`src/hdl/sidau_pkg.sv`:
```
`default_nettype none

package sidau_pkg;

   // Width of the formatted number.
   localparam int VALUE_BITS = 32;

   // Digit counts: decimal digits of 2^VALUE_BITS (floor(n*log10(2))+1) and hex digits.
   localparam int DEC_DIGITS = ((VALUE_BITS * 1233) >> 12) + 1;
   localparam int HEX_DIGITS = (VALUE_BITS + 3) / 4;
   localparam int NIB_COUNT  = (DEC_DIGITS > HEX_DIGITS) ? DEC_DIGITS : HEX_DIGITS;
   localparam int DIGIT_W    = NIB_COUNT * 4;

   // Counter widths.
   localparam int BIT_CNT_W = $clog2(VALUE_BITS + 1);
   localparam int LEFT_W    = $clog2(NIB_COUNT + 1);

   // Stream words: value and hex_mode in, one character out.
   localparam int REQ_DATA_W = ((VALUE_BITS + 1 + 7) / 8) * 8;
   localparam int RSP_DATA_W = 8;
   localparam int CHAR_W     = 7;

   // ASCII codes.
   localparam logic [CHAR_W-1:0] CHAR_ZERO       = 7'd48;
   localparam logic [CHAR_W-1:0] CHAR_HEX_LETTER = 7'd97;
   localparam logic [CHAR_W-1:0] CHAR_MINUS      = 7'd45;
   localparam logic [CHAR_W-1:0] DEC_RADIX       = 7'd10;
   localparam logic [3:0]        DEC_MAX_DIGIT   = 4'd9;

   // Sequencer states.
   typedef enum logic [2:0] {
      ST_IDLE,
      ST_CONVERT,
      ST_LEADING,
      ST_SIGN,
      ST_DIGIT
   } state_type;

   // ASCII code of one digit value.
   function automatic logic [CHAR_W-1:0] digit_char(input logic [3:0] d);
      logic [CHAR_W-1:0] c;
      if (d > DEC_MAX_DIGIT) begin
         c = CHAR_HEX_LETTER + CHAR_W'(d) - DEC_RADIX;
      end else begin
         c = CHAR_ZERO + CHAR_W'(d);
      end
      return c;
   endfunction

   // One correction pass of shift-and-add-3: every BCD digit of 5 or more gets 3 added,
   // so that the following left shift carries correctly into the next digit.
   function automatic logic [DIGIT_W-1:0] bcd_adjust(input logic [DIGIT_W-1:0] x);
      logic [DIGIT_W-1:0] y;
      logic [3:0] nib;
      y = x;
      for (int i = 0; i < NIB_COUNT; i++) begin
         nib = x[4*i +: 4];
         if (nib >= 4'd5) begin
            y[4*i +: 4] = nib + 4'd3;
         end
      end
      return y;
   endfunction

endpackage

`default_nettype wire

```
`src/hdl/signed_integer_to_ascii_digits_unit.sv`:
```
`default_nettype none
// Signed integer to ASCII digit string.
// The req channel takes one word per number: the signed value and a hex_mode flag
// (0 decimal, 1 lower-case hex). The rsp channel returns one word per character,
// most significant digit first, with '-' in front of a negative value and tlast
// on the final digit. Zero gives a single '0'.
// Decimal digits come from a shift-and-add-3 unit that takes one value bit per
// cycle until every magnitude bit is in; hex skips it. A scan then drops leading
// zero digits, one digit per cycle, and the characters are then sent back to back
// while rsp_tready is high.
// One number is handled at a time: req_tready is high only while the block is
// idle, that is from the cycle after the final character is taken.
// While rsp_tready is low the current character and tlast are held unchanged.
// Reset returns the sequencer to idle and drops any number in progress.
module signed_integer_to_ascii_digits_unit import sidau_pkg::*; (
   input  wire logic                  clock,
   input  wire logic                  reset,
   input  wire logic                  req_tvalid,
   output logic                       req_tready,
   // req_tdata: value [VALUE_BITS-1:0], hex_mode [VALUE_BITS], zero fill above
   input  wire logic [REQ_DATA_W-1:0] req_tdata,
   output logic                       rsp_tvalid,
   input  wire logic                  rsp_tready,
   // rsp_tdata: character [6:0], zero fill [7]
   output logic [RSP_DATA_W-1:0]      rsp_tdata,
   // rsp_tlast: last
   output logic                       rsp_tlast
);

   state_type              state_ff, state_in;
   logic [DIGIT_W-1:0]     digits_ff, digits_in;
   logic [VALUE_BITS-1:0]  mag_ff, mag_in;
   logic                   neg_ff, neg_in;
   logic [BIT_CNT_W-1:0]   bits_ff, bits_in;
   logic [LEFT_W-1:0]      left_ff, left_in;

   logic [VALUE_BITS-1:0]  raw_value;
   logic                   raw_neg;
   logic [VALUE_BITS-1:0]  raw_mag;
   logic                   hex_mode;
   logic [3:0]             top_digit;
   logic [DIGIT_W-1:0]     adjusted;
   logic [CHAR_W-1:0]      out_char;

   // Input word decode and magnitude; the most negative value wraps to 2^(n-1).
   assign raw_value = req_tdata[VALUE_BITS-1:0];
   assign hex_mode  = req_tdata[VALUE_BITS];
   assign raw_neg   = raw_value[VALUE_BITS-1];
   assign raw_mag   = raw_neg ? (~raw_value + VALUE_BITS'(1)) : raw_value;

   assign top_digit = digits_ff[DIGIT_W-1 -: 4];
   assign adjusted  = bcd_adjust(digits_ff);

   // Sequencer registers.
   always_ff @(posedge clock) begin
      if (reset) begin
         state_ff <= ST_IDLE;
      end else begin
         state_ff <= state_in;
      end
   end

   // Working registers.
   always_ff @(posedge clock) begin
      digits_ff <= digits_in;
      mag_ff    <= mag_in;
      neg_ff    <= neg_in;
      bits_ff   <= bits_in;
      left_ff   <= left_in;
   end

   // Next state and outputs.
   always_comb begin
      state_in   = state_ff;
      digits_in  = digits_ff;
      mag_in     = mag_ff;
      neg_in     = neg_ff;
      bits_in    = bits_ff;
      left_in    = left_ff;
      req_tready = 1'b0;
      rsp_tvalid = 1'b0;
      rsp_tlast  = 1'b0;
      out_char   = digit_char(top_digit);

      unique case (state_ff)
         ST_IDLE: begin
            req_tready = 1'b1;
            if (req_tvalid) begin
               neg_in  = raw_neg;
               mag_in  = raw_mag;
               bits_in = BIT_CNT_W'(VALUE_BITS);
               left_in = LEFT_W'(NIB_COUNT);
               // Hex digits are the magnitude's own nibbles.
               if (hex_mode) begin
                  digits_in = DIGIT_W'(raw_mag);
                  state_in  = ST_LEADING;
               end else begin
                  digits_in = '0;
                  state_in  = ST_CONVERT;
               end
            end
         end

         ST_CONVERT: begin
            // One magnitude bit enters the BCD register per cycle.
            digits_in = {adjusted[DIGIT_W-2:0], mag_ff[VALUE_BITS-1]};
            mag_in    = mag_ff << 1;
            bits_in   = bits_ff - BIT_CNT_W'(1);
            if (bits_ff == BIT_CNT_W'(1)) begin
               state_in = ST_LEADING;
            end
         end

         ST_LEADING: begin
            // Drop leading zeros, keeping at least one digit.
            if (top_digit == 4'd0 && left_ff != LEFT_W'(1)) begin
               digits_in = digits_ff << 4;
               left_in   = left_ff - LEFT_W'(1);
            end else if (neg_ff) begin
               state_in = ST_SIGN;
            end else begin
               state_in = ST_DIGIT;
            end
         end

         ST_SIGN: begin
            rsp_tvalid = 1'b1;
            out_char   = CHAR_MINUS;
            if (rsp_tready) begin
               state_in = ST_DIGIT;
            end
         end

         ST_DIGIT: begin
            rsp_tvalid = 1'b1;
            rsp_tlast  = (left_ff == LEFT_W'(1));
            if (rsp_tready) begin
               if (left_ff == LEFT_W'(1)) begin
                  state_in = ST_IDLE;
               end else begin
                  digits_in = digits_ff << 4;
                  left_in   = left_ff - LEFT_W'(1);
               end
            end
         end

         default: begin
            state_in = ST_IDLE;
         end
      endcase
   end

   assign rsp_tdata = {1'b0, out_char};

endmodule

`default_nettype wire

```
`config.mk`:
```
export PLATFORM = sky130hd
export DESIGN_NAME = signed_integer_to_ascii_digits_unit
export DESIGN_NICKNAME = d
export VERILOG_FILES = /design/src/hdl/sidau_pkg.sv /design/src/hdl/signed_integer_to_ascii_digits_unit.sv
export SDC_FILE = /design/constraint.sdc
export NUM_CORES = 1
export LEC_CHECK = 0
export BUFFER_PORTS_ARGS = -buffer_cell sky130_fd_sc_hd__buf_2
export CAP_MARGIN = 40
export CORE_ASPECT_RATIO = 1.4
export CORE_MARGIN = 1
export CORE_UTILIZATION = 41
export DETAILED_ROUTE_END_ITERATION = 8
export PLACE_DENSITY = 0.59
export SETUP_SLACK_MARGIN = 0.4
export SLEW_MARGIN = 20
export SYNTH_ARGS = -nofsm -noshare
export SYNTH_HDL_FRONTEND = slang
export SYNTH_SLANG_ARGS = --single-unit
```
`constraint.sdc`:
```
create_clock -name clock -period 6.1 [get_ports clock]
set_input_delay 1.22 -clock clock [delete_from_list [all_inputs] [get_ports clock]]
set_output_delay 1.22 -clock clock [all_outputs]
set_load 0.05 [all_outputs]
```
## After elaboration in Yosys (flattened, before gate mapping)

Cells that the tools add are included.
Widths: inputs -> output; s select.

- $add $sub $neg: 16
- $lt $le $gt $ge: 11
- Equal/unequal tests: 15
- Multiplexer cells: 40
- Bitwise operators: 1
- Reduce and logical (&&, ||, !) cells: 12

Operator list:

| kind | number |
|---|---|
| $mux 40 | 4 |
| $pmux 40 s4 | 1 |
| $mux 32 | 3 |
| $pmux 32 s2 | 1 |
| $mux 4 | 13 |
| $ge 4x3->1 const B | 10 |
| $add 4x2->4 const B | 9 |
| $add 32x1->32 const B | 1 |
| $not 32->32 | 1 |
| $mux 3 | 8 |
| $ne 2x2->1 const B | 8 |
| $pmux 3 s5 | 1 |
| $mux 7 | 2 |
| $pmux 4 s3 | 1 |
| $pmux 6 s2 | 1 |
| $reduce_and 5->1 | 2 |
| $add 6x4->7 const A | 1 |
| $add 6x5->7 const A | 1 |
| $sub 7x4->7 const B | 1 |
| $eq 3x2->1 const B | 2 |
| $eq 6x1->1 const B | 1 |
| $mux 6 | 1 |
| $reduce_and 6->1 | 1 |
| $sub 6x1->6 const B | 1 |
| other kinds (17) | 20 |

- Bits in registers: 86
- Bits of input ports: 44
- Output and inout bits: 11
- Logic and storage cells: 101

## Logic depth before layout (Yosys ltp)

Gate-level depths: netlist of the first run.

- Word-level depth: 6
- Gate-level depth with buffers: 8
- Mapped depth without buffers: 7

## Least setup slack after synthesis of the first run

No wires, ideal clock.

- Path type: in2reg
- From: input port rsp_tready
- To: register digits_ff[0], enable pin
- Data arrival time: 4.511 ns
- Data required time: 5.602 ns
- Slack: 1.092 ns
- Cell stages on the path: 4
- Path through: a21boi_0 > o32ai_1 > inv_1 > o31ai_1

- Longest elaborated chain between the ends: 2

RTL lines:

| what | RTL line | RTL |
|---|---|---|
| start: declaration | signed_integer_to_ascii_digits_unit.sv:23 | `input wire logic rsp_tready,` |
| $ne 2x2->1 (no source line) | n/a |  |
| $reduce_and 5->1 (no source line) | n/a |  |
| end signal: assignment | signed_integer_to_ascii_digits_unit.sv:65 | `digits_ff <= digits_in;` |
| end: declaration | signed_integer_to_ascii_digits_unit.sv:31 | `logic [DIGIT_W-1:0] digits_ff, digits_in;` |

Every way passes these cells.
A chain may end at the register's enable or synchronous reset.

## Final worst setup path of the first run

- From: register digits_ff[36]
- To: output port rsp_tdata[1]

- Longest elaborated chain between the ends: 4
- Elaborated cells on any way between the ends: 6

RTL lines:

| what | RTL line | RTL |
|---|---|---|
| $add 6x5->7 | sidau_pkg.sv:43 | `c = CHAR_HEX_LETTER + CHAR_W'(d) - DEC_RADIX;` |
| $sub 7x4->7 | sidau_pkg.sv:43 |  |
| $mux 7 (*) | sidau_pkg.sv:42 | `if (d > DEC_MAX_DIGIT) begin` |
| $mux 7 (*) | signed_integer_to_ascii_digits_unit.sv:85 | `unique case (state_ff)` |
| end: declaration | signed_integer_to_ascii_digits_unit.sv:25 | `output logic [RSP_DATA_W-1:0] rsp_tdata,` |

Mark *: on every way between the ends. The rest lies on a longest branch, timed or not.

==> metrics.txt, run 1 <==
# TYPE chip_impl_metric gauge
chip_impl_metric{name="cts_sinks",unit=""} 86
chip_impl_metric{name="dp.final_hpwl",unit="um"} 8850
chip_impl_metric{name="cp.required",unit="ns"} 4.88
chip_impl_metric{name="port-buffer-count",unit=""} 46
chip_impl_metric{name="grt_max_degree",unit=""} 73
chip_impl_metric{name="post_dp_cell_area",unit="sq um"} 6070
chip_impl_info{name="holdCritPathClass",value="reg2reg"} 1
chip_impl_metric{name="grt_antenna_before_repair",unit=""} 1
chip_impl_metric{name="i_o_pin_count",unit=""} 55
chip_impl_metric{name="setup_total_negative_slack",unit="ns"} 0
chip_impl_metric{name="yosysWarnings",unit=""} 0
chip_impl_metric{name="cts-buffers-inserted",unit=""} 9
chip_impl_metric{name="max_stage_delay",unit="ns"} 0.44
chip_impl_info{name="critical_path.startpoint_type",value="register"} 1
chip_impl_metric{name="synthesis.nets",unit=""} 646
chip_impl_info{name="cts_tree",value="done"} 1
chip_impl_info{name="crit_slowest_cell",value="edfxtp_1"} 1
chip_impl_metric{name="die-width",unit="um"} 101
chip_impl_metric{name="clockBufferDepth",unit=""} 2
chip_impl_metric{name="finalInstanceArea",unit="sq um"} 6350
chip_impl_metric{name="number_of_nets_in_the_layout",unit=""} 680
chip_impl_metric{name="post-place-cells",unit=""} 781
chip_impl_metric{name="average_footprint_of_a_synthesized_cell",unit="sq um"} 9.84
chip_impl_metric{name="layout.area.seq",unit="sq um"} 2550
chip_impl_metric{name="reg2reg_slack",unit="ns"} 3.17
chip_impl_metric{name="clk_latency",unit="ns"} 0.34
chip_impl_metric{name="cts-resized-gates",unit=""} 0
chip_impl_info{name="worstSetupEndpointType",value="output pin"} 1
chip_impl_metric{name="final-max-slew-violation-count",unit=""} 0
chip_impl_metric{name="critical_path.n_buffers_inverters",unit=""} 2
chip_impl_metric{name="static-leakage-power",unit="nW"} 2.35
chip_impl_metric{name="multi_input_area",unit="sq um"} 2880
chip_impl_metric{name="cts_setup_buffers",unit=""} 0
chip_impl_metric{name="synth_async_sr_flop_share",unit="%"} 0
chip_impl_metric{name="finish.utilization",unit="%"} 47.2
chip_impl_info{name="layout_commonest_cell",value="edfxtp_1"} 1
chip_impl_metric{name="hold_ws",unit="ns"} 0.510
chip_impl_metric{name="num_vias",unit=""} 4371
chip_impl_metric{name="area_growth",unit="%"} 12.1
chip_impl_metric{name="grt_remaining_overflow",unit=""} 0
chip_impl_metric{name="achievable-frequency",unit="GHz"} 0.283
chip_impl_metric{name="synth_enable_flop_cells",unit=""} 83
chip_impl_info{name="layout_common_cells",value="edfxtp_1, a21oi_1, nor2_1, buf_2, o21ai_0"} 1
chip_impl_metric{name="overall_fraction_of_global_route_tracks_in_use",unit="%"} 18.6
chip_impl_metric{name="grt_pass1_vias",unit=""} 4272
chip_impl_metric{name="drt_pre_antenna_iters",unit=""} 4
chip_impl_info{name="clock_tree.root_cell",value="clkbuf_16"} 1
chip_impl_metric{name="gp_congestion",unit=""} 0.827
chip_impl_metric{name="critical_path_peak_fanout",unit=""} 5
chip_impl_metric{name="fillers",unit=""} 1275
chip_impl_metric{name="cts-hold-fix-buffers",unit=""} 0
chip_impl_metric{name="clock_skew",unit="ns"} 0.00688
chip_impl_metric{name="power-per-cell-area",unit="nW/um^2"} 541
chip_impl_info{name="critPathKind",value="reg2out"} 1
chip_impl_metric{name="cp_data_arrival_time",unit="ns"} 2.31
chip_impl_metric{name="die_h",unit="um"} 141
chip_impl_info{name="critical-path-top-delay-family",value="compound AO/OA/AOI/OAI gates"} 1
chip_impl_metric{name="drt_iter0_markers",unit=""} 178
chip_impl_metric{name="min_period_over_period",unit="%"} 57.9
chip_impl_metric{name="postSynthRegisterBits",unit=""} 86
chip_impl_metric{name="max-vdd-ir-drop",unit="V"} 0.000296
chip_impl_metric{name="ant_nets",unit=""} 0
chip_impl_metric{name="timing.final.hold_violations",unit=""} 0
chip_impl_metric{name="stdcell_count",unit=""} 798
chip_impl_metric{name="fp-row-count",unit=""} 50
chip_impl_metric{name="clock_tree.htree_level_count",unit=""} 3
chip_impl_metric{name="ys_seq_area_share",unit="%"} 45.0
chip_impl_info{name="status",value="finished clean"} 1
chip_impl_metric{name="post_synth_instance_area",unit="sq um"} 5670
chip_impl_metric{name="wl_per_cell",unit="um"} 15.9
chip_impl_metric{name="synth.distinct_cells",unit=""} 55
chip_impl_metric{name="finalWorstSetupSlack",unit="ns"} 2.57
chip_impl_metric{name="finalWirelength",unit="um"} 12700
chip_impl_metric{name="setup_viol_count_final",unit=""} 0
chip_impl_metric{name="pre_cts_slack",unit="ns"} 2.31
chip_impl_metric{name="routed_via_density",unit=""} 5.48
chip_impl_metric{name="worst_slew_margin_rel",unit="%"} 45.1
chip_impl_metric{name="floorplan.die_area",unit="sq um"} 14300
chip_impl_info{name="path_cells",value="inv_1 -> ha_1 -> nor2_1 -> o21ai_0 -> nand2_1 -> o21ai_0 -> and2_1 -> buf_2"} 1
chip_impl_metric{name="min_period",unit="ns"} 3.53
chip_impl_metric{name="floorplan.initialDensity",unit="%"} 42.2
chip_impl_metric{name="power",unit="mW"} 3.44
chip_impl_info{name="grt_setup_unrepaired",value="no"} 1
chip_impl_metric{name="path_clk_slew",unit="ns"} 0.07
chip_impl_metric{name="coreArea",unit="sq um"} 13500
chip_impl_metric{name="netlist_instances",unit=""} 576
chip_impl_info{name="cpMostUsedCell",value="o21ai_0"} 1
chip_impl_metric{name="route.detailed.drc",unit=""} 0
chip_impl_metric{name="tightestPinTransition",unit="ns"} 0.816
chip_impl_metric{name="grt_pass1_wl",unit="um"} 20600
chip_impl_info{name="yosys_most_used_dff",value="edfxtp_1"} 1
chip_impl_metric{name="drv_cap",unit=""} 0
chip_impl_metric{name="final_layout_size_suffix_gt1_share",unit="%"} 14.0
-- state kept, by name (all words and copies together), names as in the netlist --
register   cells
bits_ff        6
digits_ff     40
state_ff       3
mag_ff        32
left_ff        4
neg_ff         1
-- worst min-delay path: cells and delay by family (launching register included) --
family,cells,cell delay (ns)
simple gates,1,0.05
compound gates,1,0.04
flops,1,0.32
-- Yosys cell counts, types with 2 or more instances --
cell | count | area [sq um]
nand2b_1 | 16 | 100
o21ai_0 | 45 | 225
xnor2_1 | 19 | 166
a2bb2oi_1 | 2 | 17.5
nor4_1 | 2 | 12.5
nor2_1 | 56 | 210
inv_1 | 29 | 109
buf_6 | 2 | 22.5
dfxtp_1 | 3 | 60.1
a22oi_1 | 11 | 82.6
o41ai_1 | 3 | 26.3
or3_1 | 7 | 43.8
nor3b_1 | 13 | 97.6
clkbuf_1 | 16 | 60.1
a21o_1 | 2 | 15.0
nand3_1 | 2 | 10.0
nor3_1 | 13 | 65.1
or3_4 | 3 | 33.8
nand2_1 | 43 | 161
nand3b_1 | 2 | 15.0
edfxtp_1 | 83 | 2490
or3b_2 | 2 | 17.5
buf_4 | 2 | 15.0
buf_1 | 9 | 33.8
mux2i_1 | 8 | 80.1
xor2_1 | 30 | 263
o21ai_1 | 4 | 20.0
o22ai_1 | 5 | 31.3
and2_1 | 3 | 18.8
nor2b_1 | 5 | 31.3
a21oi_1 | 59 | 295
o31ai_1 | 14 | 105
o41ai_2 | 7 | 114
o221ai_1 | 9 | 78.8
ha_1 | 26 | 325
or2_2 | 2 | 12.5
-- kinds of logic (layout without fill, tap and decap cells) --
family,count (synthesis),after routing,synth area share [%]
AO/OA/AOI/OAI,172,172,20.2
XOR/XNOR,49,49,7.57
flip-flops,86,86,45.0
multiplexers,8,8,1.41
AND/OR/NAND/NOR,175,175,15.5
buffers and inverters,59,98,4.50
adder cells (fa/ha/maj),26,26,5.74
other,1,2,0.0661
-- final cells by class --
class | count | share of cell area (%)
Multi-Input combinational cell | 431 | 45.4
Sequential cell | 86 | 40.2
Timing Repair Buffer | 53 | 4.69
Clock buffer | 11 | 3.66
Tap cell | 182 | 3.58
Inverter | 29 | 1.71
Clock inverter | 5 | 0.788
Antenna cell | 1 | 0.0394
-- metal layers --
| metal | up-vias | wire length (um) | global-route usage, % |
|---|---|---|---|
| met2 | 87 | 6650 | 32.6 |
| li1 | 2173 | - | - |
| met4 | 0 | 172 | 7.25 |
| met5 | - | 0 | 0 |
| met3 | 10 | 456 | 2.97 |
| met1 | 2101 | 5420 | 22.4 |
-- where the power goes --
| group | switching (mW) | internal, mW | total, mW | leakage, nW |
|---|---|---|---|---|
| Combinational | 0.986 | 0.584 | 1.57 | 1.37 |
| Clock | 0.226 | 0.314 | 0.541 | 0.135 |
| Sequential | 0.243 | 1.09 | 1.33 | 0.844 |
| Total | 1.46 | 1.99 | 3.44 | 2.35 |
-- worst paths after layout --
check / startpoint / endpoint / cells past startpoint
setup / recovery: digits_ff[36] / rsp_tdata[1] / 8
hold / removal: mag_ff[30] / mag_ff[31] / 2
setup reg to reg: digits_ff[36] / digits_ff[10] / 7
hold reg to reg: mag_ff[30] / mag_ff[31] / 2
Power figures use the tool's default switching activity.
==> run 2: changes to the inputs <==
--- a/config.mk
+++ b/config.mk
@@ -5,6 +5,7 @@
 export SDC_FILE = /design/constraint.sdc
 export NUM_CORES = 1
 export LEC_CHECK = 0
+export ABC_AREA = 1
 export BUFFER_PORTS_ARGS = -buffer_cell sky130_fd_sc_hd__buf_2
 export CAP_MARGIN = 40
 export CORE_ASPECT_RATIO = 1.4
==> constraint.sdc (replaced) <==
create_clock -name clock -period 3.3 [get_ports clock]
set_input_delay 0.66 -clock clock [delete_from_list [all_inputs] [get_ports clock]]
set_output_delay 0.66 -clock clock [all_outputs]
set_load 0.05 [all_outputs]
==> metrics.txt, run 2 <==
# TYPE chip_impl_metric gauge
chip_impl_info{name="status",value="finished clean"} 1
chip_impl_metric{name="max-vdd-ir-drop",unit="V"} 0.000617
chip_impl_info{name="critPathKind",value="reg2out"} 1
chip_impl_metric{name="synth.distinct_cells",unit=""} 37
chip_impl_metric{name="power",unit="mW"} 6.95
chip_impl_metric{name="ys_seq_area_share",unit="%"} 42.3
chip_impl_metric{name="clk_latency",unit="ns"} 0.35
chip_impl_info{name="worstSetupEndpointType",value="output pin"} 1
chip_impl_metric{name="area_growth",unit="%"} 13.1
chip_impl_metric{name="finalWirelength",unit="um"} 15000
chip_impl_metric{name="num_vias",unit=""} 5296
chip_impl_metric{name="stdcell_count",unit=""} 1051
chip_impl_metric{name="synth_enable_flop_cells",unit=""} 83
chip_impl_metric{name="drt_iter0_markers",unit=""} 256
chip_impl_metric{name="yosysWarnings",unit=""} 0
chip_impl_metric{name="i_o_pin_count",unit=""} 55
chip_impl_metric{name="cts-buffers-inserted",unit=""} 9
chip_impl_metric{name="clock_skew",unit="ns"} 0.0121
chip_impl_metric{name="final-max-slew-violation-count",unit=""} 0
chip_impl_metric{name="final_layout_size_suffix_gt1_share",unit="%"} 10.2
chip_impl_metric{name="insertedDiodeCount",unit=""} 0
chip_impl_metric{name="netlist_instances",unit=""} 811
chip_impl_info{name="synth_area_leaders",value="edfxtp_1, nand2_1, inv_1"} 1
chip_impl_metric{name="die_h",unit="um"} 146
chip_impl_metric{name="cp.required",unit="ns"} 2.64
chip_impl_metric{name="die-width",unit="um"} 105
chip_impl_metric{name="post_synth_instance_area",unit="sq um"} 6030
chip_impl_metric{name="postSynthRegisterBits",unit=""} 86
chip_impl_metric{name="grt_max_degree",unit=""} 54
chip_impl_metric{name="grt_remaining_overflow",unit=""} 0
chip_impl_metric{name="min_period_over_period",unit="%"} 82.0
chip_impl_info{name="clock_tree.root_cell",value="clkbuf_16"} 1
chip_impl_metric{name="average_footprint_of_a_synthesized_cell",unit="sq um"} 7.44
chip_impl_metric{name="grt_pass1_vias",unit=""} 5175
chip_impl_info{name="top_regs",value="digits_ff (40), mag_ff (32), bits_ff (6)"} 1
chip_impl_info{name="ys_top_cells_by_count",value="nand2_1, inv_1, nor2_1"} 1
chip_impl_metric{name="tightestPinTransition",unit="ns"} 0.609
chip_impl_metric{name="fp-row-count",unit=""} 52
chip_impl_metric{name="fillers",unit=""} 1491
chip_impl_metric{name="globalRouteMet3Util",unit="%"} 3.36
chip_impl_info{name="grt_setup_unrepaired",value="no"} 1
chip_impl_info{name="registers.top_by_ff_count",value="digits_ff"} 1
chip_impl_metric{name="timing.final.hold_violations",unit=""} 0
chip_impl_metric{name="gp_congestion",unit=""} 0.862
chip_impl_metric{name="route.detailed.drc",unit=""} 0
chip_impl_metric{name="finalInstanceArea",unit="sq um"} 6830
chip_impl_info{name="layout_commonest_cell",value="nand2_1"} 1
chip_impl_info{name="cts_tree",value="done"} 1
chip_impl_metric{name="number_of_nets_in_the_layout",unit=""} 927
chip_impl_info{name="critical_path.startpoint_type",value="register"} 1
chip_impl_info{name="holdCritPathClass",value="reg2reg"} 1
chip_impl_metric{name="cp_data_arrival_time",unit="ns"} 2.05
chip_impl_info{name="synthMostInstantiatedCell",value="nand2_1"} 1
chip_impl_metric{name="floorplan.initialDensity",unit="%"} 41.8
chip_impl_metric{name="dp.final_hpwl",unit="um"} 10900
chip_impl_metric{name="cts-hold-fix-buffers",unit=""} 0
chip_impl_metric{name="synth_top_cell_area_share",unit="%"} 41.3
chip_impl_metric{name="critical_path_peak_fanout",unit=""} 5
chip_impl_metric{name="setup_viol_count_final",unit=""} 0
chip_impl_metric{name="cts_setup_buffers",unit=""} 0
chip_impl_metric{name="grt_pass1_wl",unit="um"} 24900
chip_impl_metric{name="synth_async_sr_flop_share",unit="%"} 0
chip_impl_metric{name="synthesis.nets",unit=""} 881
chip_impl_metric{name="path_clk_slew",unit="ns"} 0.07
chip_impl_metric{name="post-place-cells",unit=""} 1035
chip_impl_metric{name="met1_usage",unit="%"} 25.2
chip_impl_metric{name="routed_via_density",unit=""} 5.04
chip_impl_metric{name="wl_per_cell",unit="um"} 14.3
chip_impl_metric{name="overall_fraction_of_global_route_tracks_in_use",unit="%"} 20.6
chip_impl_metric{name="static-leakage-power",unit="nW"} 3.10
chip_impl_metric{name="ant_nets",unit=""} 0
chip_impl_info{name="synth.largest_area_cell",value="edfxtp_1"} 1
chip_impl_metric{name="worst_slew_margin_rel",unit="%"} 59.4
chip_impl_metric{name="clockBufferDepth",unit=""} 2
chip_impl_info{name="yosys_most_used_dff",value="edfxtp_1"} 1
chip_impl_metric{name="largest_register_ff_count",unit=""} 40
chip_impl_metric{name="globalRouteMet2Util",unit="%"} 36.9
chip_impl_metric{name="hold_ws",unit="ns"} 0.517
chip_impl_metric{name="port-buffer-count",unit=""} 46
chip_impl_metric{name="drt_pre_antenna_iters",unit=""} 5
chip_impl_metric{name="setup_total_negative_slack",unit="ns"} 0
chip_impl_info{name="busiest_layer",value="met2"} 1
chip_impl_metric{name="grt_antenna_before_repair",unit=""} 0
chip_impl_metric{name="coreArea",unit="sq um"} 14400
chip_impl_metric{name="drv_cap",unit=""} 0
chip_impl_metric{name="achievable-frequency",unit="GHz"} 0.369
chip_impl_metric{name="floorplan.die_area",unit="sq um"} 15200
chip_impl_metric{name="post_dp_cell_area",unit="sq um"} 6500
chip_impl_metric{name="min_period",unit="ns"} 2.71
chip_impl_info{name="layout_common_cells",value="nand2_1, inv_1, nor2_1, edfxtp_1, o21ai_0"} 1
chip_impl_metric{name="clock_tree.htree_level_count",unit=""} 3
chip_impl_metric{name="cts_sinks",unit=""} 86
chip_impl_metric{name="power-per-cell-area",unit="nW/um^2"} 1020
chip_impl_metric{name="cts-resized-gates",unit=""} 0
==> run 2: worst paths after layout <==
kind / from / to / slack, ns / cells past startpoint
worst max-delay path: digits_ff[36] / rsp_tdata[1] / 0.59 / 7
worst min-delay path: mag_ff[25] / mag_ff[26] / 0.52 / 2
worst max register to register: state_ff[2] / digits_ff[25] / 1.18 / 9
worst min register to register: mag_ff[25] / mag_ff[26] / 0.52 / 2
==> run 2: cell type report <==
class	instances	area, sq um	area share, %
clock inverter	7	96.3	1.41
timing repair buffer	55	323	4.73
multi-input combinational	593	2970	43.5
tap	189	236	3.46
sequential	86	2550	37.4
inverter	112	422	6.18
clock buffer	9	225	3.30
==> run 2: power breakdown <==
| group | switching (mW) | total, mW | internal, mW |
|---|---|---|---|
| Sequential | 0.342 | 2.46 | 2.12 |
| Combinational | 2.37 | 3.38 | 1.01 |
| Clock | 0.449 | 1.11 | 0.665 |
==> run 2: cells by family after synthesis <==
family | Yosys count | share of synthesized area [%]
AND/OR/NAND/NOR | 409 | 28.2
buffers and inverters | 132 | 8.65
flip-flops | 86 | 42.3
adder cells (fa/ha/maj) | 26 | 5.39
AO/OA/AOI/OAI | 135 | 12.2
other | 1 | 0.0622
XOR/XNOR | 22 | 3.19
==> run 2: metal layers <==
layer / vias to the layer above / wire length (um)
li1: 2757 / -
met3: 15 / 565
met4: 0 / 229
met1: 2413 / 6610
met2: 111 / 7610
met5: - / 0
==> run 2: critical path, stage by stage (launching register included) <==
cell and delay [ns]:
edfxtp_1 0.45, inv_1 0.16, ha_1 0.20, inv_1 0.07
a21oi_1 0.22, o21ai_0 0.17, o22ai_1 0.15, buf_2 0.28
==> run 2: per-stage QoR <==
stage	setup WS, ns	util (%)
after floorplan	0.425	-
after global placement	0.726	44.9
after detailed placement	0.722	45.0
after CTS	0.585	47.3
after global routing	0.418	47.3
final	0.593	47.3
